===== src/lfp_pkg.sv =====
package lfp_pkg;

	localparam int unsigned MAX_CHECK_CHARS = 9;
	localparam int unsigned CHECK_CNT_W = 4;

	localparam logic [7:0] DEVICE_ID_RESET = 8'd76;

	localparam logic [7:0] CH_HASH   = 8'h23;
	localparam logic [7:0] CH_DOLLAR = 8'h24;
	localparam logic [7:0] CH_ZERO   = 8'h30;
	localparam logic [7:0] CH_NINE   = 8'h39;
	localparam logic [7:0] CH_UC_C   = 8'h43;
	localparam logic [7:0] CH_UC_L   = 8'h4C;
	localparam logic [7:0] CH_UC_O   = 8'h4F;
	localparam logic [7:0] CH_UC_S   = 8'h53;
	localparam logic [7:0] CH_UC_E   = 8'h45;
	localparam logic [7:0] CH_UC_D   = 8'h44;

	localparam logic signed [15:0] DIGIT_BIAS = 16'sd48;
	localparam logic signed [15:0] LEVEL_MAX  = 16'sd100;

	typedef enum logic [1:0] {
		EV_NONE   = 2'd0,
		EV_LEVEL  = 2'd1,
		EV_ERROR  = 2'd2,
		EV_CLOSED = 2'd3
	} event_t;

	typedef enum logic [3:0] {
		ST_IDLE   = 4'd0,
		ST_DEVICE = 4'd1,
		ST_HUND   = 4'd2,
		ST_TENS   = 4'd3,
		ST_UNITS  = 4'd4,
		ST_CHECK  = 4'd5,
		ST_CL_L   = 4'd6,
		ST_CL_O   = 4'd7,
		ST_CL_S   = 4'd8,
		ST_CL_E   = 4'd9,
		ST_CL_D   = 4'd10
	} frame_state_t;

endpackage


===== src/lfp_rx_if.sv =====
interface lfp_rx_if;
	logic       valid;
	logic       ready;
	logic [7:0] rx_byte;

	modport source (output valid, output rx_byte, input ready);
	modport sink (input valid, input rx_byte, output ready);
endinterface


===== src/lfp_res_if.sv =====
interface lfp_res_if;
	logic       valid;
	logic       ready;
	logic [1:0] event_res;
	logic [6:0] level;

	modport source (output valid, output event_res, output level, input ready);
	modport sink (input valid, input event_res, input level, output ready);
endinterface


===== src/lfp_cfg_if.sv =====
interface lfp_cfg_if;
	logic       valid;
	logic       ready;
	logic [7:0] device_id;

	modport source (output valid, output device_id, input ready);
	modport sink (input valid, input device_id, output ready);
endinterface


===== src/level_frame_parser.sv =====
// Parses level frames ('#', device byte, three level digits, decimal checksum, '$') and the
// link-closed message "CLOSED" from a byte stream, one result word for every byte word. A byte
// is taken every cycle while the output is not stalled. Each byte passes one input register
// and one result register, with the frame state updated in the single step between them.
// The device byte is compared against the device_id register, written through the
// configuration channel; the user must write it only while the parser is idle, and the block
// itself does not enforce this.
module level_frame_parser
	import lfp_pkg::*;
(
	input  logic      clk,
	input  logic      arst_n,
	lfp_rx_if.sink    rx,
	lfp_res_if.source res,
	lfp_cfg_if.sink   cfg
);

	logic [7:0]             device_id_q;

	logic                   valid_s1;
	logic [7:0]             byte_s1;

	logic                   valid_s2;
	event_t                 event_s2;
	logic [6:0]             level_s2;

	frame_state_t           state_q, state_d;
	logic [7:0]             xor_q, xor_d;
	logic [7:0]             hund_q, hund_d;
	logic [7:0]             tens_q, tens_d;
	logic [7:0]             units_q, units_d;
	logic [7:0]             check_q, check_d;
	logic                   stopped_q, stopped_d;
	logic [CHECK_CNT_W-1:0] count_q, count_d;

	event_t                 event_d;
	logic [6:0]             level_d;

	logic                   advance;
	logic                   step;
	logic                   is_digit;
	logic signed [15:0]     level_v;
	logic [7:0]             check_next;

	assign advance = !valid_s2 || res.ready;
	assign step = valid_s1 && advance;
	assign rx.ready = !valid_s1 || advance;
	assign cfg.ready = 1'b1;

	assign res.valid = valid_s2;
	assign res.event_res = event_s2;
	assign res.level = level_s2;

	assign is_digit = (byte_s1 >= CH_ZERO) && (byte_s1 <= CH_NINE);
	assign check_next = 8'({check_q, 3'b000} + {check_q, 1'b0} + (byte_s1 - CH_ZERO));
	assign level_v = ($signed({8'd0, hund_q}) - DIGIT_BIAS) * 16'sd100
		+ ($signed({8'd0, tens_q}) - DIGIT_BIAS) * 16'sd10
		+ ($signed({8'd0, units_q}) - DIGIT_BIAS);

	always_comb begin
		state_d = ST_IDLE;
		xor_d = xor_q;
		hund_d = hund_q;
		tens_d = tens_q;
		units_d = units_q;
		check_d = check_q;
		stopped_d = stopped_q;
		count_d = count_q;
		unique case (state_q)
			ST_DEVICE: begin
				if (byte_s1 == device_id_q) begin
					xor_d = byte_s1;
					state_d = ST_HUND;
				end
			end
			ST_HUND: begin
				hund_d = byte_s1;
				xor_d = xor_q ^ byte_s1;
				state_d = ST_TENS;
			end
			ST_TENS: begin
				tens_d = byte_s1;
				xor_d = xor_q ^ byte_s1;
				state_d = ST_UNITS;
			end
			ST_UNITS: begin
				units_d = byte_s1;
				xor_d = xor_q ^ byte_s1;
				state_d = ST_CHECK;
			end
			ST_CHECK: begin
				if (byte_s1 != CH_DOLLAR) begin
					state_d = ST_CHECK;
					if (!stopped_q) begin
						if (is_digit) begin
							if (count_q < CHECK_CNT_W'(MAX_CHECK_CHARS)) begin
								check_d = check_next;
								count_d = count_q + 1'b1;
							end
						end else begin
							stopped_d = 1'b1;
						end
					end
				end else begin
					check_d = '0;
					stopped_d = 1'b0;
					count_d = '0;
				end
			end
			ST_CL_L: state_d = (byte_s1 == CH_UC_L) ? ST_CL_O : ST_IDLE;
			ST_CL_O: state_d = (byte_s1 == CH_UC_O) ? ST_CL_S : ST_IDLE;
			ST_CL_S: state_d = (byte_s1 == CH_UC_S) ? ST_CL_E : ST_IDLE;
			ST_CL_E: state_d = (byte_s1 == CH_UC_E) ? ST_CL_D : ST_IDLE;
			ST_CL_D: state_d = ST_IDLE;
			default: begin
				if (byte_s1 == CH_HASH) begin
					check_d = '0;
					stopped_d = 1'b0;
					count_d = '0;
					state_d = ST_DEVICE;
				end else if (byte_s1 == CH_UC_C) begin
					state_d = ST_CL_L;
				end
			end
		endcase
	end

	always_comb begin
		event_d = EV_NONE;
		level_d = '0;
		unique case (state_q)
			ST_CHECK: begin
				if (byte_s1 == CH_DOLLAR) begin
					if (check_q != xor_q || level_v < 16'sd0 || level_v > LEVEL_MAX) begin
						event_d = EV_ERROR;
					end else begin
						event_d = EV_LEVEL;
						level_d = level_v[6:0];
					end
				end
			end
			ST_CL_D: begin
				if (byte_s1 == CH_UC_D) begin
					event_d = EV_CLOSED;
				end
			end
			default: begin
				event_d = EV_NONE;
			end
		endcase
	end

	always_ff @(posedge clk or negedge arst_n) begin
		if (!arst_n) begin
			device_id_q <= DEVICE_ID_RESET;
		end else if (cfg.valid && cfg.ready) begin
			device_id_q <= cfg.device_id;
		end
	end

	always_ff @(posedge clk or negedge arst_n) begin
		if (!arst_n) begin
			valid_s1 <= 1'b0;
		end else if (rx.ready) begin
			valid_s1 <= rx.valid;
		end
	end

	always_ff @(posedge clk) begin
		if (rx.valid && rx.ready) begin
			byte_s1 <= rx.rx_byte;
		end
	end

	always_ff @(posedge clk or negedge arst_n) begin
		if (!arst_n) begin
			valid_s2 <= 1'b0;
		end else if (advance) begin
			valid_s2 <= valid_s1;
		end
	end

	always_ff @(posedge clk) begin
		if (step) begin
			event_s2 <= event_d;
			level_s2 <= level_d;
		end
	end

	always_ff @(posedge clk or negedge arst_n) begin
		if (!arst_n) begin
			state_q <= ST_IDLE;
			xor_q <= '0;
			hund_q <= '0;
			tens_q <= '0;
			units_q <= '0;
			check_q <= '0;
			stopped_q <= 1'b0;
			count_q <= '0;
		end else if (step) begin
			state_q <= state_d;
			xor_q <= xor_d;
			hund_q <= hund_d;
			tens_q <= tens_d;
			units_q <= units_d;
			check_q <= check_d;
			stopped_q <= stopped_d;
			count_q <= count_d;
		end
	end

`ifndef SYNTHESIS
	a_level_only_on_accept: assert property (@(posedge clk) disable iff (!arst_n)
		(valid_s2 && event_s2 != EV_LEVEL) |-> (level_s2 == 7'd0))
		else $error("level is nonzero on a result word that is not an accepted level");

	a_level_in_range: assert property (@(posedge clk) disable iff (!arst_n)
		(valid_s2 && event_s2 == EV_LEVEL) |-> (level_s2 <= 7'd100))
		else $error("accepted level lies above 100");

	a_count_bounded: assert property (@(posedge clk) disable iff (!arst_n)
		count_q <= CHECK_CNT_W'(MAX_CHECK_CHARS))
		else $error("checksum digit count exceeds its limit");

	a_event_ends_frame: assert property (@(posedge clk) disable iff (!arst_n)
		(step && event_d != EV_NONE) |=> (state_q == ST_IDLE && count_q == '0))
		else $error("parser did not return to idle after reporting an event");
`endif

endmodule

===== src/flat_wrapper.sv =====
// flat-port wrapper written by rule: the top's interface ports become plain ports
module level_frame_parser_flat import lfp_pkg::*;
  (clk, arst_n, rx_valid, rx_rx_byte, rx_ready, res_valid, res_event_res, res_level, res_ready, cfg_valid, cfg_device_id, cfg_ready);
  lfp_rx_if rx_i ();
  lfp_res_if res_i ();
  lfp_cfg_if cfg_i ();
  input  logic clk;
  input  logic arst_n;
  input wire logic [$bits(rx_i.valid)-1:0] rx_valid;
  input wire logic [$bits(rx_i.rx_byte)-1:0] rx_rx_byte;
  output wire logic [$bits(rx_i.ready)-1:0] rx_ready;
  output wire logic [$bits(res_i.valid)-1:0] res_valid;
  output wire logic [$bits(res_i.event_res)-1:0] res_event_res;
  output wire logic [$bits(res_i.level)-1:0] res_level;
  input wire logic [$bits(res_i.ready)-1:0] res_ready;
  input wire logic [$bits(cfg_i.valid)-1:0] cfg_valid;
  input wire logic [$bits(cfg_i.device_id)-1:0] cfg_device_id;
  output wire logic [$bits(cfg_i.ready)-1:0] cfg_ready;
  assign rx_i.valid = rx_valid;
  assign rx_i.rx_byte = rx_rx_byte;
  assign rx_ready = rx_i.ready;
  assign res_valid = res_i.valid;
  assign res_event_res = res_i.event_res;
  assign res_level = res_i.level;
  assign res_i.ready = res_ready;
  assign cfg_i.valid = cfg_valid;
  assign cfg_i.device_id = cfg_device_id;
  assign cfg_ready = cfg_i.ready;
  level_frame_parser u_core (.clk(clk), .arst_n(arst_n), .rx(rx_i), .res(res_i), .cfg(cfg_i));
endmodule

===== config.mk =====
export PLATFORM = sky130hd
export DESIGN_NAME = level_frame_parser_flat
export DESIGN_NICKNAME = d
export VERILOG_FILES = /design/src/lfp_pkg.sv /design/src/lfp_rx_if.sv /design/src/lfp_res_if.sv /design/src/lfp_cfg_if.sv /design/src/level_frame_parser.sv /design/src/flat_wrapper.sv
export SDC_FILE = /design/constraint.sdc
export NUM_CORES = 1
export LEC_CHECK = 0
export BUFFER_PORTS_ARGS = -buffer_cell sky130_fd_sc_hd__buf_2
export CAP_MARGIN = 15
export CORE_AREA = 4 4 129 131
export DETAILED_ROUTE_END_ITERATION = 10
export DIE_AREA = 0 0 133 135
export SLEW_MARGIN = 10
export SYNTH_ARGS = -nofsm -noshare
export SYNTH_HDL_FRONTEND = slang
export SYNTH_SLANG_ARGS = --single-unit

===== constraint.sdc =====
create_clock -name clk -period 6.25 [get_ports clk]
set_input_delay 1.5625 -clock clk [delete_from_list [all_inputs] [get_ports clk]]
set_output_delay 1.5625 -clock clk [all_outputs]
set_load 0.01 [all_outputs]

==> results.py, run 1 <==
metrics = {
    "logic_synthesis": {
        "syn_inst": 591,
        "netlist_area_mm2": 0.00610,
        "synth_sequential_area_ratio": 0.326,
        "ys_dominant_reg_cell": "dfrtp_1",
        "yosys_warnings": 0,
        "async_flop_share": 0.776,
        "synthesis.nets": 710,
        "syn_area_per_cell_um2": 10.3,
        "synth-edff-count": 17,
        "ys_types": 65,
        "synth-seq-cells": 76,
    },
    "timing": {
        "skew_ns": 0.00721,
        "fin_crit_ns": 5.91,
        "fin_crit_sh": 0.945,
        "tns_ns": 0,
        "slew_viol_final": 0,
        "relSlewSlack": 0.438,
        "timing.fmax_mhz": 169,
        "setup_viol": 0,
        "hold_viol": 0,
        "tightest_slew_ns": 0.835,
    },
    "floorplanning": {
        "core_area_mm2": 0.0156,
        "die_h_um": 135,
        "num_io_pins": 33,
        "rows": 46,
        "design.die.area_mm2": 0.0180,
        "die_w_um": 133,
        "start_util": 0.391,
    },
    "clock_tree": {
        "cts.clk_slew.worst_paths_ns": 0.06,
        "cts.hold.buffers_added": 0,
        "htree_num_levels": 3,
        "cts.sinks": 76,
        "clock_latency_ns": 0.34,
        "cts_tree": "yes",
        "cts_root_buf": "clkbuf_16",
        "cts_buffer_depth": 2,
        "cts_buffers": 9,
    },
    "setup_path": {
        "crit_arrival_ns": 6.11,
        "critPathLaunchType": "register",
        "cp.required_ns": 6.45,
        "critPathMaxFanout": 8,
        "critPathKind": "register to register",
        "endpoint_kind": "register",
    },
    "route": {
        "drt-initial-drc-count": 315,
        "routed_via_density": 5.22,
        "wl_per_cell_um": 15.7,
        "vias": 4415,
        "post-route-drc-count": 0,
        "ant_nets": 0,
        "wl_mm": 13.3,
        "first_pass_iters": 5,
    },
    "placement": {
        "dp_hpwl_mm": 10.5,
        "port_buffers": 31,
        "gp_congestion": 0.897,
    },
    "final_layout": {
        "layout_commonest_cell": "ha_1",
        "drive_above_1_share": 0.162,
        "area_growth_pct": 11.5,
        "num-nets-final": 743,
        "layout_common_cells": "72 x ha_1, 56 x dfrtp_1, 54 x inv_1",
        "fillCellCount": 1486,
        "diodes": 0,
    },
    "global_routing": {
        "antenna_found_initial": 0,
        "grt-ovfl-total": 0,
        "gr-usage-all-layers": 0.155,
        "grt_pass1_wl_mm": 22.3,
        "grt_max_degree": 60,
        "grt_pass1_vias": 4632,
    },
    "status": {
        "status": "complete, no violations",
    },
    "hold_path": {
        "hp-class": "register to register",
    },
    "job": {
        "maxCapViolCount": 0,
    },
}
-- metrics by stage --
step / cells / instance area, um2 / hold slack, ns / util / setup slack [ns]
floorplan: 591 / 6100 / 0.450 / - / 0.783
global placement: 828 / 6500 / 0.463 / 0.417 / 0.393
detailed placement: 828 / 6500 / 0.479 / 0.417 / 0.174
CTS: 844 / 6790 / 0.491 / 0.436 / 0.0966
global route: 845 / 6810 / 0.536 / 0.437 / -0.0153
finish: 845 / 6810 / 0.492 / 0.437 / 0.342
-- critical path: stages (launching register included) --
cell and delay, ns:
dfrtp_1 0.42, ha_1 0.25, xnor2_2 0.26, fa_1 0.44, ha_1 0.32, ha_1 0.30
a21o_1 0.16, a21oi_1 0.22, o21bai_1 0.09, a21oi_1 0.23, o21bai_1 0.10, a21oi_1 0.18
xor2_1 0.10, fa_1 0.48, inv_1 0.05, ha_1 0.35, nand2b_1 0.12, a21oi_1 0.08
a2111oi_0 0.43, nand4_1 0.19, a211oi_1 0.20, o2111ai_1 0.21, nor4_4 0.25, buf_4 0.18
and2_1 0.13
-- what timing repair did --
item / CTS / global route
setup endpoints to repair: 0 / 9
buffers inserted: 0 / 1
gates resized for setup: 0 / 1
-- metal layers --
metal	wire, um	GRT usage
met1	6160	0.198
met2	6280	0.260
met3	564	0.0335
met4	280	0.0560
met5	0	0
-- cell type report --
class | count | area, um2 | area share
flip-flops and latches | 76 | 1990 | 0.292
inverters | 55 | 206 | 0.0303
multi-input cells | 444 | 3840 | 0.565
clock inverters | 3 | 18.8 | 0.00276
clock buffers | 13 | 270 | 0.0397
repair buffers | 38 | 208 | 0.0305
well taps | 216 | 270 | 0.0397
-- cells by family (layout without fill, tap and decap cells) --
family                     Yosys count  in the layout  synth area share
adders and majority gates           98             98             0.233
AOI/OAI and AO/OA                  111            111             0.120
xor gates and xnor gates            57             57            0.0840
muxes                               35             35            0.0642
and+or+nand+nor                    142            142             0.127
buffers and inverters               71            109            0.0453
DFF                                 76             76             0.326
other                                1              1          0.000614
-- final timing paths --
kind	start	endpoint	slack, ns	cells after the start
setup / recovery	u_core.hund_q[4]	u_core.res.level[1]	0.34	24
hold / removal	u_core.stopped_q	u_core.stopped_q	0.49	2
setup reg to reg	u_core.hund_q[4]	u_core.res.level[1]	0.34	24
hold reg to reg	u_core.stopped_q	u_core.stopped_q	0.49	2
max in group asynchronous	arst_n	u_core.xor_q[6]	4.37	2
min in group asynchronous	arst_n	u_core.stopped_q	1.36	2
-- synthesized netlist by cell type (3+ instances only) --
library cell	count	area, um2
a211oi_1	4	30.0
edfxtp_1	17	510
xor2_1	20	175
nand4b_1	3	26.3
and2_1	12	75.1
a311oi_1	6	52.6
xnor2_1	36	315
o21ai_0	27	135
nand3_1	17	85.1
mux2_2	33	372
fa_1	26	521
a2111oi_0	3	26.3
clkbuf_1	14	52.6
dfstp_2	3	78.8
nand2_1	22	82.6
ha_1	72	901
a21oi_1	32	160
a21o_1	10	75.1
nand2b_1	11	68.8
dfrtp_1	56	1400
o21a_1	4	30.0
inv_1	54	203
nand4_1	3	18.8
nor2b_1	8	50.1
nor2_1	33	124
nor3_1	12	60.1
-- state kept, by name (all words and copies together), names as in the netlist, 7 cells and up --
register / flops
u_core.xor_q: 8
u_core.device_id_q: 8
u_core.tens_q: 8
u_core.hund_q: 8
u_core.res.level: 7
u_core.units_q: 8
u_core.check_q: 8
u_core.byte_s1: 8
Power of run 1 is not shown: default switching activity piles up to over one toggle a cycle in this logic, so the estimate is an artifact.
==> run 2: changes to the inputs <==
- CTS_BUF_LIST: not set -> sky130_fd_sc_hd__clkbuf_8
==> results.py, run 2 (synthesized netlist as in run 1, its figures left out) <==
metrics = {
    "final_layout": {
        "utilization": 0.430,
        "layout_common_cells": "72 x ha_1, 56 x dfrtp_1, 55 x inv_1",
        "area_growth_pct": 9.88,
        "instances_no_fill": 845,
        "num-nets-final": 743,
        "layout_commonest_cell": "ha_1",
        "diodes": 0,
        "finalInstanceArea_mm2": 0.00671,
        "drive_above_1_share": 0.162,
    },
    "floorplanning": {
        "core_area_mm2": 0.0156,
        "die_h_um": 135,
        "design.die.area_mm2": 0.0180,
        "start_util": 0.391,
        "rows": 46,
        "die_w_um": 133,
        "num_io_pins": 33,
    },
    "setup_path": {
        "critPathMaxFanout": 8,
        "slowest_stage": "fa_1",
        "cp_cell_sequence": "ha_1 -> xnor2_2 -> fa_1 -> ha_1 -> ha_1 -> a21o_1 -> a21oi_1 -> o21bai_1 -> a21oi_1 -> o21bai_1 -> a21oi_1 -> xor2_1 -> fa_1 -> inv_1 -> ha_1 -> nand2b_1 -> a21oi_1 -> a2111oi_0 -> nand4_1 -> a211oi_1 -> o2111ai_1 -> nor4_4 -> buf_4 -> and2_1",
        "endpoint_kind": "register",
        "crit_arrival_ns": 6.14,
        "critPathLaunchType": "register",
        "r2r-start": "u_core.hund_q[4]",
        "r2r_end": "u_core.res.level[1]",
        "cp.required_ns": 6.47,
        "critPathKind": "register to register",
        "r2r.worst_path.cells": 24,
        "cp_slowest_stage_delay_ns": 0.48,
        "rrSetupSlack_ns": 0.33,
    },
    "placement": {
        "dp_hpwl_mm": 10.5,
        "port_buffers": 31,
        "dpl-instance-area_mm2": 0.00650,
        "gp_congestion": 0.897,
        "placed_cells": 828,
    },
    "route": {
        "first_pass_iters": 4,
        "ant_nets": 0,
        "wl_per_cell_um": 15.6,
        "post-route-drc-count": 0,
        "drt-initial-drc-count": 315,
        "routed_via_density": 5.20,
        "vias": 4395,
        "wl_mm": 13.2,
    },
    "global_routing": {
        "grt_pass1_wl_mm": 22.2,
        "grt.met2_usage": 0.257,
        "gr-usage-all-layers": 0.155,
        "grt_use_met1": 0.198,
        "grt-ovfl-total": 0,
        "antenna_found_initial": 0,
        "met3_usage": 0.0287,
        "grt_most_used_layer": "met2",
        "grt_pass1_vias": 4625,
        "grt_max_degree": 60,
    },
    "timing": {
        "setup_viol": 0,
        "skew_ns": 0.00950,
        "hold_viol": 0,
        "fin_crit_ns": 5.92,
        "relSlewSlack": 0.450,
        "fin_crit_sh": 0.947,
        "tightest_slew_ns": 0.818,
        "timing.fmax_mhz": 169,
        "tns_ns": 0,
        "slew_viol_final": 0,
    },
    "clock_tree": {
        "cts_tree": "yes",
        "cts_buffers": 9,
        "cts.clk_slew.worst_paths_ns": 0.08,
        "cts.hold.buffers_added": 0,
        "htree_num_levels": 3,
        "cts_root_buf": "clkbuf_8",
        "cts.sinks": 76,
        "clock_latency_ns": 0.36,
        "cts_buffer_depth": 2,
    },
    "hold_path": {
        "holdPathStages": 2,
        "holdPathEnd": "u_core.stopped_q",
        "min_from": "u_core.stopped_q",
        "hp-class": "register to register",
    },
    "job": {
        "maxCapViolCount": 0,
    },
    "status": {
        "status": "complete, no violations",
    },
}
[run 2: changes by cell type in the layout (fill, tap and decap cells not counted), sizes merged]
cell,delta
clkbuf,-1
inv,+1
[run 2: stage by stage]
| step | hold WS [ns] | setup WS, ns |
|---|---|---|
| 6_report | 0.497 | 0.331 |
| 5_1_grt | 0.541 | -0.00494 |
| 4_1_cts | 0.495 | 0.111 |
| 3_5_place_dp | 0.479 | 0.174 |
| 3_3_place_gp | 0.463 | 0.393 |
| 2_1_floorplan | 0.450 | 0.783 |
[run 2: layout make-up]
type / count / area [um2]
fill: 1496 / 8890
multi-input combinational: 444 / 3840
tap: 216 / 270
sequential: 76 / 1990
timing repair buffer: 38 / 208
clock buffer: 12 / 165
inverter: 55 / 206
clock inverter: 4 / 22.5
[run 2: critical path, delay by kind of cell, from the launching register on]
kind | cells | cell delay, ns
AO/OA/AOI/OAI | 10 | 1.91
XOR/XNOR | 2 | 0.36
adder cells (fa/ha/maj) | 6 | 2.14
buffers and inverters | 2 | 0.23
flip-flops | 1 | 0.43
AND/OR/NAND/NOR | 4 | 0.70
[run 2: how the worst max path moves through the flow]
stage | startpoint | endpoint | slack [ns]
6_report | u_core.hund_q[4] | u_core.res.level[1] | 0.33
5_1_grt | u_core.hund_q[4] | u_core.res.level[6] | -0.005
4_1_cts | u_core.hund_q[4] | u_core.res.level[1] | 0.11
3_5_place_dp | u_core.hund_q[4] | u_core.res.level[1] | 0.17
3_3_place_gp | u_core.hund_q[4] | u_core.res.level[2] | 0.39
2_1_floorplan | u_core.hund_q[4] | u_core.res.level[0] | 0.78
[run 2: repair_timing]
action	4_1_cts	5_1_grt
hold endpoints to repair	0	0
buffers inserted	0	1
endpoints found under the setup margin	0	9
resized for setup	0	1
[run 2: routing by layer]
metal | share of wire | wire length [um]
met5 | 0 | 0
met4 | 0.023 | 297
met3 | 0.043 | 568
met2 | 0.47 | 6200
met1 | 0.46 | 6110
Power of run 2 is left out for the same reason.
==> run 3: changes to the inputs <==
- PLACE_DENSITY_LB_ADDON: not set -> 0.3
==> results.py, run 3 (synthesized netlist as in run 1, its figures left out) <==
metrics = {
    "global_routing": {
        "antenna_found_initial": 0,
        "grt_pass1_wl_mm": 22.8,
        "grt-ovfl-total": 0,
        "grt_pass1_vias": 4705,
        "grt_max_degree": 60,
        "gr-usage-all-layers": 0.160,
    },
    "setup_path": {
        "r2r.worst_path.cells": 23,
        "cp_top_family": "adder cells",
        "critPathKind": "register to register",
        "endpoint_kind": "register",
        "slowest_stage": "fa_1",
        "crit_arrival_ns": 6.02,
        "r2r_end": "u_core.res.level[1]",
        "crit_buf_inv": 1,
        "cp_slowest_stage_delay_ns": 0.50,
        "critPathMaxFanout": 8,
        "r2r-start": "u_core.hund_q[5]",
        "rrSetupSlack_ns": 0.45,
        "cp.required_ns": 6.47,
        "cpMostUsedCell": "ha_1",
        "critPathLaunchType": "register",
        "cp_cell_sequence": "ha_1 -> xnor2_4 -> fa_1 -> ha_1 -> ha_1 -> a21o_1 -> a21oi_1 -> o21bai_1 -> a21oi_2 -> o21bai_1 -> a21oi_1 -> xor2_1 -> fa_1 -> inv_1 -> ha_1 -> nand2b_1 -> a21oi_1 -> a2111oi_2 -> nand4_1 -> a211oi_2 -> o2111ai_2 -> nor4_4 -> and2_1",
    },
    "final_layout": {
        "finalInstanceArea_mm2": 0.00676,
        "utilization": 0.433,
        "layout_common_cells": "70 x ha_1, 57 x inv_1, 56 x dfrtp_1",
        "layout_commonest_cell": "ha_1",
        "drive_above_1_share": 0.170,
        "instances_no_fill": 844,
        "area_growth_pct": 10.7,
        "diodes": 0,
        "num-nets-final": 742,
    },
    "timing": {
        "timing.fmax_mhz": 173,
        "skew_ns": 0.00849,
        "hold_viol": 0,
        "setup_viol": 0,
        "relSlewSlack": 0.446,
        "fin_crit_sh": 0.927,
        "tightest_slew_ns": 0.823,
        "slew_viol_final": 0,
        "fin_crit_ns": 5.80,
    },
    "clock_tree": {
        "cts_root_buf": "clkbuf_8",
        "clock_latency_ns": 0.36,
        "cts_tree": "yes",
        "cts.sinks": 76,
        "cts.hold.buffers_added": 0,
        "cts_buffers": 9,
        "cts_buffer_depth": 2,
        "htree_num_levels": 3,
        "cts.clk_slew.worst_paths_ns": 0.07,
    },
    "floorplanning": {
        "core_area_mm2": 0.0156,
        "rows": 46,
        "num_io_pins": 33,
        "die_h_um": 135,
        "design.die.area_mm2": 0.0180,
        "die_w_um": 133,
        "start_util": 0.391,
    },
    "route": {
        "post-route-drc-count": 0,
        "wl_per_cell_um": 15.9,
        "wl_mm": 13.4,
        "drt-initial-drc-count": 264,
        "vias": 4436,
        "first_pass_iters": 4,
        "ant_nets": 0,
        "routed_via_density": 5.26,
    },
    "placement": {
        "gp_congestion": 0.870,
        "dp_hpwl_mm": 10.7,
        "dpl-instance-area_mm2": 0.00650,
        "port_buffers": 31,
        "placed_cells": 828,
    },
    "status": {
        "status": "complete, no violations",
    },
    "hold_path": {
        "hp-class": "register to register",
        "min_from": "u_core.stopped_q",
        "holdPathStages": 2,
        "holdPathEnd": "u_core.stopped_q",
    },
    "job": {
        "maxCapViolCount": 0,
    },
}
## run 3: metal layers
layer  track usage  part of all wire
met1         0.201              0.44
met4        0.0791             0.032
met2         0.262              0.48
met5             0                 0
met3        0.0343             0.045
## run 3: worst min-delay path, cell delays in order, from the launching register on
cell and delay [ns]:
dfrtp_1 0.35, nand2_1 0.05, o31ai_1 0.06
## run 3: area by class of cell
class	count	area, um2
Sequential cell	76	1990
Multi-Input combinational cell	444	3910
Timing Repair Buffer	37	200
Clock buffer	9	124
Tap cell	216	270
Fill cell	1523	8840
Inverter	55	206
Clock inverter	7	61.3
## run 3: timing repair
| item | CTS | global route |
|---|---|---|
| endpoints found under the setup margin | 0 | 9 |
| hold endpoints to repair | 0 | 0 |
| gates resized for setup | 0 | 13 |
| setup buffers | 0 | 0 |
## run 3: worst max-delay path by stage
stage | endpoint | startpoint | cells past startpoint
6_report | u_core.res.level[1] | u_core.hund_q[5] | 23
4_1_cts | u_core.res.level[1] | u_core.hund_q[4] | 23
2_1_floorplan | u_core.res.level[0] | u_core.hund_q[4] | 22
5_1_grt | u_core.res.level[1] | u_core.hund_q[4] | 24
3_3_place_gp | u_core.res.level[2] | u_core.hund_q[4] | 23
3_5_place_dp | u_core.res.level[1] | u_core.hund_q[4] | 23
## run 3: stage by stage
step	hold WS [ns]	setup TNS, ns	worst slack (ns)
2_1_floorplan	0.450	0	0.783
3_3_place_gp	0.464	0	0.392
3_5_place_dp	0.476	0	0.166
4_1_cts	0.492	0	0.114
5_1_grt	0.535	-0.0351	-0.0227
6_report	0.487	0	0.453
Power of run 3 is left out for the same reason.
